$ cat config.mk
export PLATFORM = sky130hd
export DESIGN_NAME = multichannel_pulse_width_capture_unit
export DESIGN_NICKNAME = d
export VERILOG_FILES = /design/src/design/mpwc_pkg.sv /design/src/design/multichannel_pulse_width_capture_unit.sv
export SDC_FILE = /design/constraint.sdc
export NUM_CORES = 1
export LEC_CHECK = 0
export BUFFER_PORTS_ARGS = -buffer_cell sky130_fd_sc_hd__buf_4
export CELL_PAD_IN_SITES_DETAIL_PLACEMENT = 1
export CELL_PAD_IN_SITES_GLOBAL_PLACEMENT = 1
export CORE_MARGIN = 2
export CORE_UTILIZATION = 52
export DETAILED_ROUTE_END_ITERATION = 8
export PLACE_DENSITY_LB_ADDON = 0.1
export SYNTH_ARGS = -nofsm -noshare
export SYNTH_HDL_FRONTEND = slang
export SYNTH_SLANG_ARGS = --single-unit
$ cat constraint.sdc
create_clock -name clk_i -period 11.73 [get_ports clk_i]
set_input_delay 1.173 -clock clk_i [delete_from_list [all_inputs] [get_ports clk_i]]
set_output_delay 1.173 -clock clk_i [all_outputs]
set_load 0.02 [all_outputs]
$ cat src/design/mpwc_pkg.sv
`timescale 1ns / 1ps
// shared types and constants of the multichannel pulse width capture unit
// no dependencies

package mpwc_pkg;

  // command codes of an input item
  localparam logic [1:0] CMD_EDGE   = 2'd0;
  localparam logic [1:0] CMD_TRESET = 2'd1;
  localparam logic [1:0] CMD_LATCH  = 2'd2;

  // configuration register indexes
  localparam logic [1:0] CFG_MIN_PULSE    = 2'd0;
  localparam logic [1:0] CFG_PULSE_GAIN   = 2'd1;
  localparam logic [1:0] CFG_MODE_CUTOFF  = 2'd2;
  localparam logic [1:0] CFG_MODE_CHANNEL = 2'd3;

  // configuration reset values
  localparam logic [15:0] MIN_PULSE_RST    = 16'd2000;
  localparam logic [15:0] PULSE_GAIN_RST   = 16'd8389;
  localparam logic [15:0] MODE_CUTOFF_RST  = 16'd3000;
  localparam logic [2:0]  MODE_CHANNEL_RST = 3'd0;

  // upper address bit of the channel memory: start times or captured widths
  localparam logic KIND_START = 1'b0;
  localparam logic KIND_CAPT  = 1'b1;

  typedef enum logic [1:0] {
    ST_IDLE,
    ST_EDGE,
    ST_LMODE,
    ST_LDATA
  } mpwc_state_e;

  typedef struct packed {
    logic [1:0]  cmd;
    logic [2:0]  channel;
    logic        pin_level;
    logic [15:0] timer_now;
    logic [15:0] reset_timer_value;
  } in_item_t;

  typedef struct packed {
    logic [2:0]  out_channel;
    logic [15:0] pulse_width;
    logic [15:0] scaled_command;
    logic        mode_select;
    logic        last;
  } out_item_t;

endpackage

$ cat src/design/multichannel_pulse_width_capture_unit.sv
`timescale 1ns / 1ps
// top level of the multichannel pulse width capture unit
// depends on mpwc_pkg for item types, command codes and register indexes

// Pulse width capture for up to eight RC channels against a free-running
// 16-bit timer. Edge items (cmd 0) store a start time on a rising edge and
// a width on a falling edge, timer-reset items (cmd 1) note a timer wrap
// for all channels, and a latch item (cmd 2) publishes the captured widths
// and reports each channel that got a new width since the last latch, in
// ascending order, with a scaled command and the mode bit. Start times and
// captured widths live in one memory with one read and one write port and
// a registered read. A rising edge, a timer reset and an unused command
// complete without leaving idle; a falling edge reads the start time, then
// writes the width; a latch reads the mode channel width, then each reported
// channel in turn, one result per cycle as the single read port delivers
// widths while the output is not stalled. The input is stalled while an
// item is in progress. The memory needs no clearing pass: per-entry valid
// bits make unwritten entries read as zero right after reset.

module multichannel_pulse_width_capture_unit #(
  parameter int NUM_CHANNELS = 8
) (
  input  logic                 clk_i,
  input  logic                 rst_ni,
  // item input
  input  logic                 in_valid_i,
  output logic                 in_stall_o,
  input  mpwc_pkg::in_item_t   in_data_i,
  // result output
  output logic                 out_valid_o,
  input  logic                 out_stall_i,
  output mpwc_pkg::out_item_t  out_data_o,
  // configuration writes
  input  logic                 cfg_we_i,
  input  logic [1:0]           cfg_idx_i,
  input  logic [15:0]          cfg_wdata_i
);
  import mpwc_pkg::*;

  localparam int CH_W  = (NUM_CHANNELS > 1) ? $clog2(NUM_CHANNELS) : 1;
  localparam int AW    = CH_W + 1;
  localparam int DEPTH = 2 ** AW;

  // configuration registers
  logic [15:0] min_pulse_q, pulse_gain_q, mode_cutoff_q;
  logic [2:0]  mode_channel_q;

  // control state
  mpwc_state_e              state_q, state_d;
  logic [NUM_CHANNELS-1:0]  pending_q, reset_marks_q, pend_q;
  logic [15:0]              saved_reset_q;
  logic [CH_W-1:0]          edge_ch_q, cur_ch_q;
  logic [15:0]              now_q;
  logic                     mode_oob_q, mode_bit_q;

  // channel memory with its valid bits and read register
  logic [15:0]      mem_q [DEPTH];
  logic [DEPTH-1:0] vld_q;
  logic [15:0]      rd_q;

  // output register
  logic      out_valid_q;
  out_item_t out_q;

  // decoded input
  logic            in_fire, ch_ok, fire_rise, fire_fall, fire_treset, fire_latch;
  logic [CH_W-1:0] in_ch, mode_ch, nxt_ch;
  logic            mode_oob;

  // memory and output control
  logic          rd_en, wr_en, take_ch, out_load, slot_free;
  logic [AW-1:0] rd_addr, wr_addr;
  logic [15:0]   wr_data, fall_width, fall_add;

  // scaling
  logic [15:0] diff, scaled;
  logic [31:0] prod;

  assign in_ch   = in_data_i.channel[CH_W-1:0];
  assign mode_ch = mode_channel_q[CH_W-1:0];
  assign ch_ok   = int'(in_data_i.channel) < NUM_CHANNELS;
  assign mode_oob = int'(mode_channel_q) >= NUM_CHANNELS;

  // input taken only when no item is in progress
  assign in_stall_o = (state_q != ST_IDLE);

  assign in_fire     = in_valid_i && !in_stall_o;
  assign fire_rise   = in_fire && (in_data_i.cmd == CMD_EDGE) && ch_ok && in_data_i.pin_level;
  assign fire_fall   = in_fire && (in_data_i.cmd == CMD_EDGE) && ch_ok && !in_data_i.pin_level;
  assign fire_treset = in_fire && (in_data_i.cmd == CMD_TRESET);
  assign fire_latch  = in_fire && (in_data_i.cmd == CMD_LATCH);

  assign slot_free = !out_valid_q || !out_stall_i;

  // lowest channel still waiting to be reported
  always_comb begin
    nxt_ch = '0;
    for (int i = NUM_CHANNELS - 1; i >= 0; i--) begin
      if (pend_q[i]) begin
        nxt_ch = CH_W'(i);
      end
    end
  end

  // falling edge width, wrapping mod 2^16, plus the pre-reset count if the timer wrapped
  assign fall_add   = reset_marks_q[edge_ch_q] ? saved_reset_q : 16'd0;
  assign fall_width = now_q - rd_q + fall_add;

  // Q0.16 command: ((width - min) * gain) >> 8, zero at or below min, saturated
  assign diff   = rd_q - min_pulse_q;
  assign prod   = {16'd0, diff} * {16'd0, pulse_gain_q};
  assign scaled = (rd_q <= min_pulse_q) ? 16'd0 :
                  (|prod[31:24])        ? 16'hFFFF : prod[23:8];

  // next state
  always_comb begin
    state_d = state_q;
    case (state_q)
      ST_IDLE: begin
        if (fire_fall) begin
          state_d = ST_EDGE;
        end else if (fire_latch) begin
          state_d = ST_LMODE;
        end
      end
      ST_EDGE:  state_d = ST_IDLE;
      ST_LMODE: state_d = (pend_q == '0) ? ST_IDLE : ST_LDATA;
      ST_LDATA: begin
        if (slot_free && (pend_q == '0)) begin
          state_d = ST_IDLE;
        end
      end
      default:  state_d = ST_IDLE;
    endcase
  end

  // datapath control
  always_comb begin
    rd_en      = 1'b0;
    rd_addr    = '0;
    wr_en      = 1'b0;
    wr_addr    = '0;
    wr_data    = '0;
    take_ch    = 1'b0;
    out_load   = 1'b0;
    case (state_q)
      ST_IDLE: begin
        if (fire_rise) begin
          wr_en   = 1'b1;
          wr_addr = {KIND_START, in_ch};
          wr_data = in_data_i.timer_now;
        end
        if (fire_fall) begin
          rd_en   = 1'b1;
          rd_addr = {KIND_START, in_ch};
        end
        if (fire_latch) begin
          rd_en   = 1'b1;
          rd_addr = {KIND_CAPT, mode_ch};
        end
      end
      ST_EDGE: begin
        wr_en   = 1'b1;
        wr_addr = {KIND_CAPT, edge_ch_q};
        wr_data = fall_width;
      end
      ST_LMODE: begin
        if (pend_q != '0) begin
          rd_en   = 1'b1;
          rd_addr = {KIND_CAPT, nxt_ch};
          take_ch = 1'b1;
        end
      end
      ST_LDATA: begin
        if (slot_free) begin
          out_load = 1'b1;
          if (pend_q != '0) begin
            rd_en   = 1'b1;
            rd_addr = {KIND_CAPT, nxt_ch};
            take_ch = 1'b1;
          end
        end
      end
      default: begin
        rd_en = 1'b0;
      end
    endcase
  end

  // configuration registers
  always_ff @(posedge clk_i or negedge rst_ni) begin
    if (!rst_ni) begin
      min_pulse_q    <= MIN_PULSE_RST;
      pulse_gain_q   <= PULSE_GAIN_RST;
      mode_cutoff_q  <= MODE_CUTOFF_RST;
      mode_channel_q <= MODE_CHANNEL_RST;
    end else if (cfg_we_i) begin
      case (cfg_idx_i)
        CFG_MIN_PULSE:    min_pulse_q    <= cfg_wdata_i;
        CFG_PULSE_GAIN:   pulse_gain_q   <= cfg_wdata_i;
        CFG_MODE_CUTOFF:  mode_cutoff_q  <= cfg_wdata_i;
        CFG_MODE_CHANNEL: mode_channel_q <= cfg_wdata_i[2:0];
        default:          min_pulse_q    <= min_pulse_q;
      endcase
    end
  end

  // control state
  always_ff @(posedge clk_i or negedge rst_ni) begin
    if (!rst_ni) begin
      state_q       <= ST_IDLE;
      pending_q     <= '0;
      reset_marks_q <= '0;
      saved_reset_q <= '0;
      pend_q        <= '0;
      mode_oob_q    <= 1'b0;
      mode_bit_q    <= 1'b0;
      out_valid_q   <= 1'b0;
    end else begin
      state_q <= state_d;
      if (fire_rise) begin
        reset_marks_q[in_ch] <= 1'b0;
      end
      if (state_q == ST_EDGE) begin
        reset_marks_q[edge_ch_q] <= 1'b0;
        pending_q[edge_ch_q]     <= 1'b1;
      end
      if (fire_treset) begin
        reset_marks_q <= '1;
        saved_reset_q <= in_data_i.reset_timer_value;
      end
      if (fire_latch) begin
        pend_q     <= pending_q;
        pending_q  <= '0;
        mode_oob_q <= mode_oob;
      end
      if (take_ch) begin
        pend_q[nxt_ch] <= 1'b0;
      end
      // published mode width arrives in the cycle after the latch
      if (state_q == ST_LMODE) begin
        mode_bit_q <= !mode_oob_q && (rd_q > mode_cutoff_q);
      end
      if (out_load) begin
        out_valid_q <= 1'b1;
      end else if (!out_stall_i) begin
        out_valid_q <= 1'b0;
      end
    end
  end

  // payload registers
  always_ff @(posedge clk_i) begin
    if (fire_fall) begin
      edge_ch_q <= in_ch;
      now_q     <= in_data_i.timer_now;
    end
    if (take_ch) begin
      cur_ch_q <= nxt_ch;
    end
    if (out_load) begin
      out_q.out_channel    <= 3'(cur_ch_q);
      out_q.pulse_width    <= rd_q;
      out_q.scaled_command <= scaled;
      out_q.mode_select    <= mode_bit_q;
      out_q.last           <= (pend_q == '0);
    end
  end

  // channel memory
  always_ff @(posedge clk_i) begin
    if (wr_en) begin
      mem_q[wr_addr] <= wr_data;
    end
    if (rd_en) begin
      rd_q <= vld_q[rd_addr] ? mem_q[rd_addr] : 16'd0;
    end
  end

  always_ff @(posedge clk_i or negedge rst_ni) begin
    if (!rst_ni) begin
      vld_q <= '0;
    end else if (wr_en) begin
      vld_q[wr_addr] <= 1'b1;
    end
  end

  assign out_valid_o = out_valid_q;
  assign out_data_o  = out_q;

  // no read and write of the same entry in one cycle
  assert property (@(posedge clk_i) disable iff (!rst_ni)
    (rd_en && wr_en) |-> (rd_addr != wr_addr))
    else $error("channel memory read and write collide");

  // the width write only follows an accepted falling edge
  assert property (@(posedge clk_i) disable iff (!rst_ni)
    (state_q == ST_EDGE) |-> $past(fire_fall))
    else $error("width write without a falling edge");

  // pending marks are cleared when the latch is taken
  assert property (@(posedge clk_i) disable iff (!rst_ni)
    (state_q == ST_LMODE) |-> (pending_q == '0))
    else $error("pending marks survive a latch");

  // only existing channels are reported
  assert property (@(posedge clk_i) disable iff (!rst_ni)
    out_valid_o |-> (int'(out_data_o.out_channel) < NUM_CHANNELS))
    else $error("report for a channel out of range");

endmodule

==> results.json <==
{
  "timing_hold_violations_final": 0,
  "detailroute.via_count": 18810,
  "synth.yosys.seq_area_share_pct": 46.21,
  "ant_nets": 0,
  "crit_slowest_cell": "xor2_2",
  "ctsLongestPathBuffers": 3,
  "worst-setup-path-type": "reg -> reg",
  "cpLargestDelayFamily": "adder cells",
  "worst-endpoint-arrival_ns": 10.16,
  "synth.cell_area_um2": 27570,
  "initial_drc_count": 1077,
  "synthFlopType": "edfxtp_1",
  "cts_resized": 0,
  "required_ns": 12.07,
  "final_layout_size_suffix_gt1_share_pct": 14.66,
  "grt_remaining_overflow": 0,
  "coreArea_um2": 52450,
  "timing.max_cap.violations": 0,
  "layout.nets": 2929,
  "cts.reportedPaths.clkPinSlew_ns": 0.06,
  "dr.pass1.iters": 5,
  "drcViolationCount": 0,
  "routed_wirelength_mm": 80.55,
  "yosys_warnings": 0,
  "detail_route.vias_per_cell": 5.805,
  "final_max_slew_viol_count": 0,
  "crit_path_top_cell_by_count": "fa_1",
  "clock_skew_ns": 0.03229,
  "post-cts-setup-buffers": 0,
  "outcome": "finished, final reports clean",
  "grt.total_usage_pct": 30.25,
  "cts_hold_repair.buffers": 0,
  "port-buffer-count": 99,
  "worst_setup_path_start_kind": "flop",
  "timing.final.setup_violations": 0,
  "synth_edf_count": 331,
  "synthTopCellsByArea": "edfxtp_1 (36%), fa_1 (15%), dfrtp_1 (8.4%)",
  "finalWorstPathRequiredPeriod_ns": 9.817,
  "syn_to_final_growth_pct": 12.49,
  "fmax_mhz": 101.9,
  "holdCritPathClass": "reg -> reg",
  "cts-buffers-inserted": 49,
  "tritoncts": "done",
  "rsz0062_at_grt": "false",
  "worstSetupEndpointType": "flop",
  "detail_route.wl_per_cell_um": 24.86,
  "netlist.area_leader.share_pct": 36.06,
  "path_buf_inv": 3,
  "critPathMaxFanout": 16,
  "top_level_ports": 100,
  "post_synth_num_cell_types": 67,
  "synthTopCellsByCount": "nand2_1 (368), edfxtp_1 (331), inv_1 (327)",
  "synthMostInstantiatedCell": "nand2_1",
  "post-route-period-util_pct": 83.70,
  "chipWidth_um": 234.2,
  "place_congestion": 0.8428,
  "synth_nets": 2820,
  "netlist_instances": 2401,
  "clkLatencyLatePin_ns": 0.62,
  "setup-tns-final_ns": 0,
  "postSynth.asyncResetShare_pct": 25.11,
  "first_global_vias": 20920,
  "ys_seq_elements": 442,
  "fp.dieArea_um2": 54870,
  "slowest_delay_ns": 0.73,
  "grt_first_pass_wirelength_mm": 122.6,
  "post_syn_area_per_cell_um2": 11.48,
  "timing.slew.headroom_pct": 19.31,
  "grt_start_max_net_pins": 80,
  "clkSinkCount": 442,
  "floorplan.initialDensity_pct": 52.56,
  "synth_area_leader_cell": "edfxtp_1",
  "number_of_antenna_violations_at_the_first_check_in_global_routing": 3,
  "row_count": 84,
  "cts.htree.levels": 2,
  "die-height_um": 234.2,
  "sum_of_net_half_perimeters_after_detailed_placement_mm": 55.51,
  "clock-root-buffer": "clkbuf_16",
  "least_margin_pin_slew_ns": 1.209
}
cell type report:
| class | count | area, um^2 |
|---|---|---|
| antenna | 1 | 2.502 |
| clock buffer | 65 | 1316 |
| clock inverter | 27 | 325.3 |
| fill | 5405 | 21440 |
| inverter | 327 | 1227 |
| multi-input combinational | 1538 | 13400 |
| sequential | 442 | 12740 |
| tap | 688 | 860.8 |
| timing repair buffer | 152 | 1141 |
logic make-up after synthesis:
group	count (synthesis)	synth area share, %
AOI/OAI and AO/OA	242	5.941
xor gates and xnor gates	50	1.589
adders and majority gates	358	21.94
buffers and inverters	421	5.796
DFF	442	46.21
muxes	90	4.870
and+or+nand+nor	798	13.65
flip-flops by register name (all words and copies together) (netlist names), 8 cells and up:
register and count:
out_data_o 37, min_pulse_q 16, vld_q 16, mode_cutoff_q 16
mem_q 256, rd_q 16, now_q 16, saved_reset_q 16
pend_q 8, reset_marks_q 8, pending_q 8, pulse_gain_q 16
per-layer routing:
metal  vias up  share of wire (%)  GRT usage [%]
met1      9799                 38          35.66
li1       8258                  -              -
met2       529                 52          54.39
met3       223                5.0          4.645
met4         0                4.7          13.75
met5         -                  0              0
worst reg2reg max path, delay by kind of cell (launching register included):
| family | cells | cell delay, ns |
|---|---|---|
| xor+xnor | 1 | 0.73 |
| flops | 1 | 0.50 |
| mux | 1 | 0.14 |
| compound gates | 13 | 3.50 |
| buf+inv | 3 | 0.17 |
| fa+ha+maj | 8 | 3.84 |
| simple gates | 5 | 0.66 |
placed cells by master (no fill, tap or decap), types with 14 or more instances in the layout:
| master | instances |
|---|---|
| o21ai_0 | 52 |
| xnor2_1 | 21 |
| a221oi_1 | 14 |
| ha_1 | 149 |
| dfrtp_1 | 93 |
| mux2_2 | 53 |
| xor2_1 | 25 |
| mux4_2 | 30 |
| dfstp_2 | 18 |
| nand3_1 | 112 |
| nand2_1 | 368 |
| a21o_1 | 23 |
| clkbuf_16 | 49 |
| or2_2 | 19 |
| nor2b_1 | 16 |
| o21a_1 | 23 |
| fa_1 | 209 |
| and2_1 | 122 |
| edfxtp_1 | 331 |
| a21oi_1 | 59 |
| buf_4 | 152 |
| inv_1 | 327 |
| nor2_1 | 69 |
| nand2b_1 | 20 |
final timing paths:
path / start / to / slack, ns / depth (start not counted)
min in group asynchronous: rst_ni / mode_cutoff_q[15]$_DFFE_PN0P_ / 0.65 / 1
setup / recovery: rd_q[1]$_SDFFCE_PN0P_ / out_data_o[11]$_SDFFCE_PP0P_ / 1.91 / 31
setup reg to reg: rd_q[1]$_SDFFCE_PN0P_ / out_data_o[11]$_SDFFCE_PP0P_ / 1.91 / 31
hold reg to reg: cur_ch_q[0]$_DFFE_PP_ / out_data_o[34]$_DFFE_PP_ / 0.42 / 0
hold / removal: cur_ch_q[0]$_DFFE_PP_ / out_data_o[34]$_DFFE_PP_ / 0.42 / 0
max in group asynchronous: rst_ni / pend_q[3]$_DFF_PN0_ / 9.72 / 2
stage by stage:
step	instances	hold WS [ns]	setup slack, ns	area [um^2]	util [%]
finish	3240	0.4228	1.913	31010	59.13
global route	3239	0.4406	1.363	31010	59.12
CTS	3239	0.4313	1.511	31000	59.11
detailed placement	3147	0.4193	1.652	29360	55.98
global placement	3147	0.4159	2.243	29360	55.98
floorplan	2401	0.4003	3.170	27570	-
Power is not shown: default switching activity piles up to over one toggle a cycle in this logic, so the estimate is an artifact.
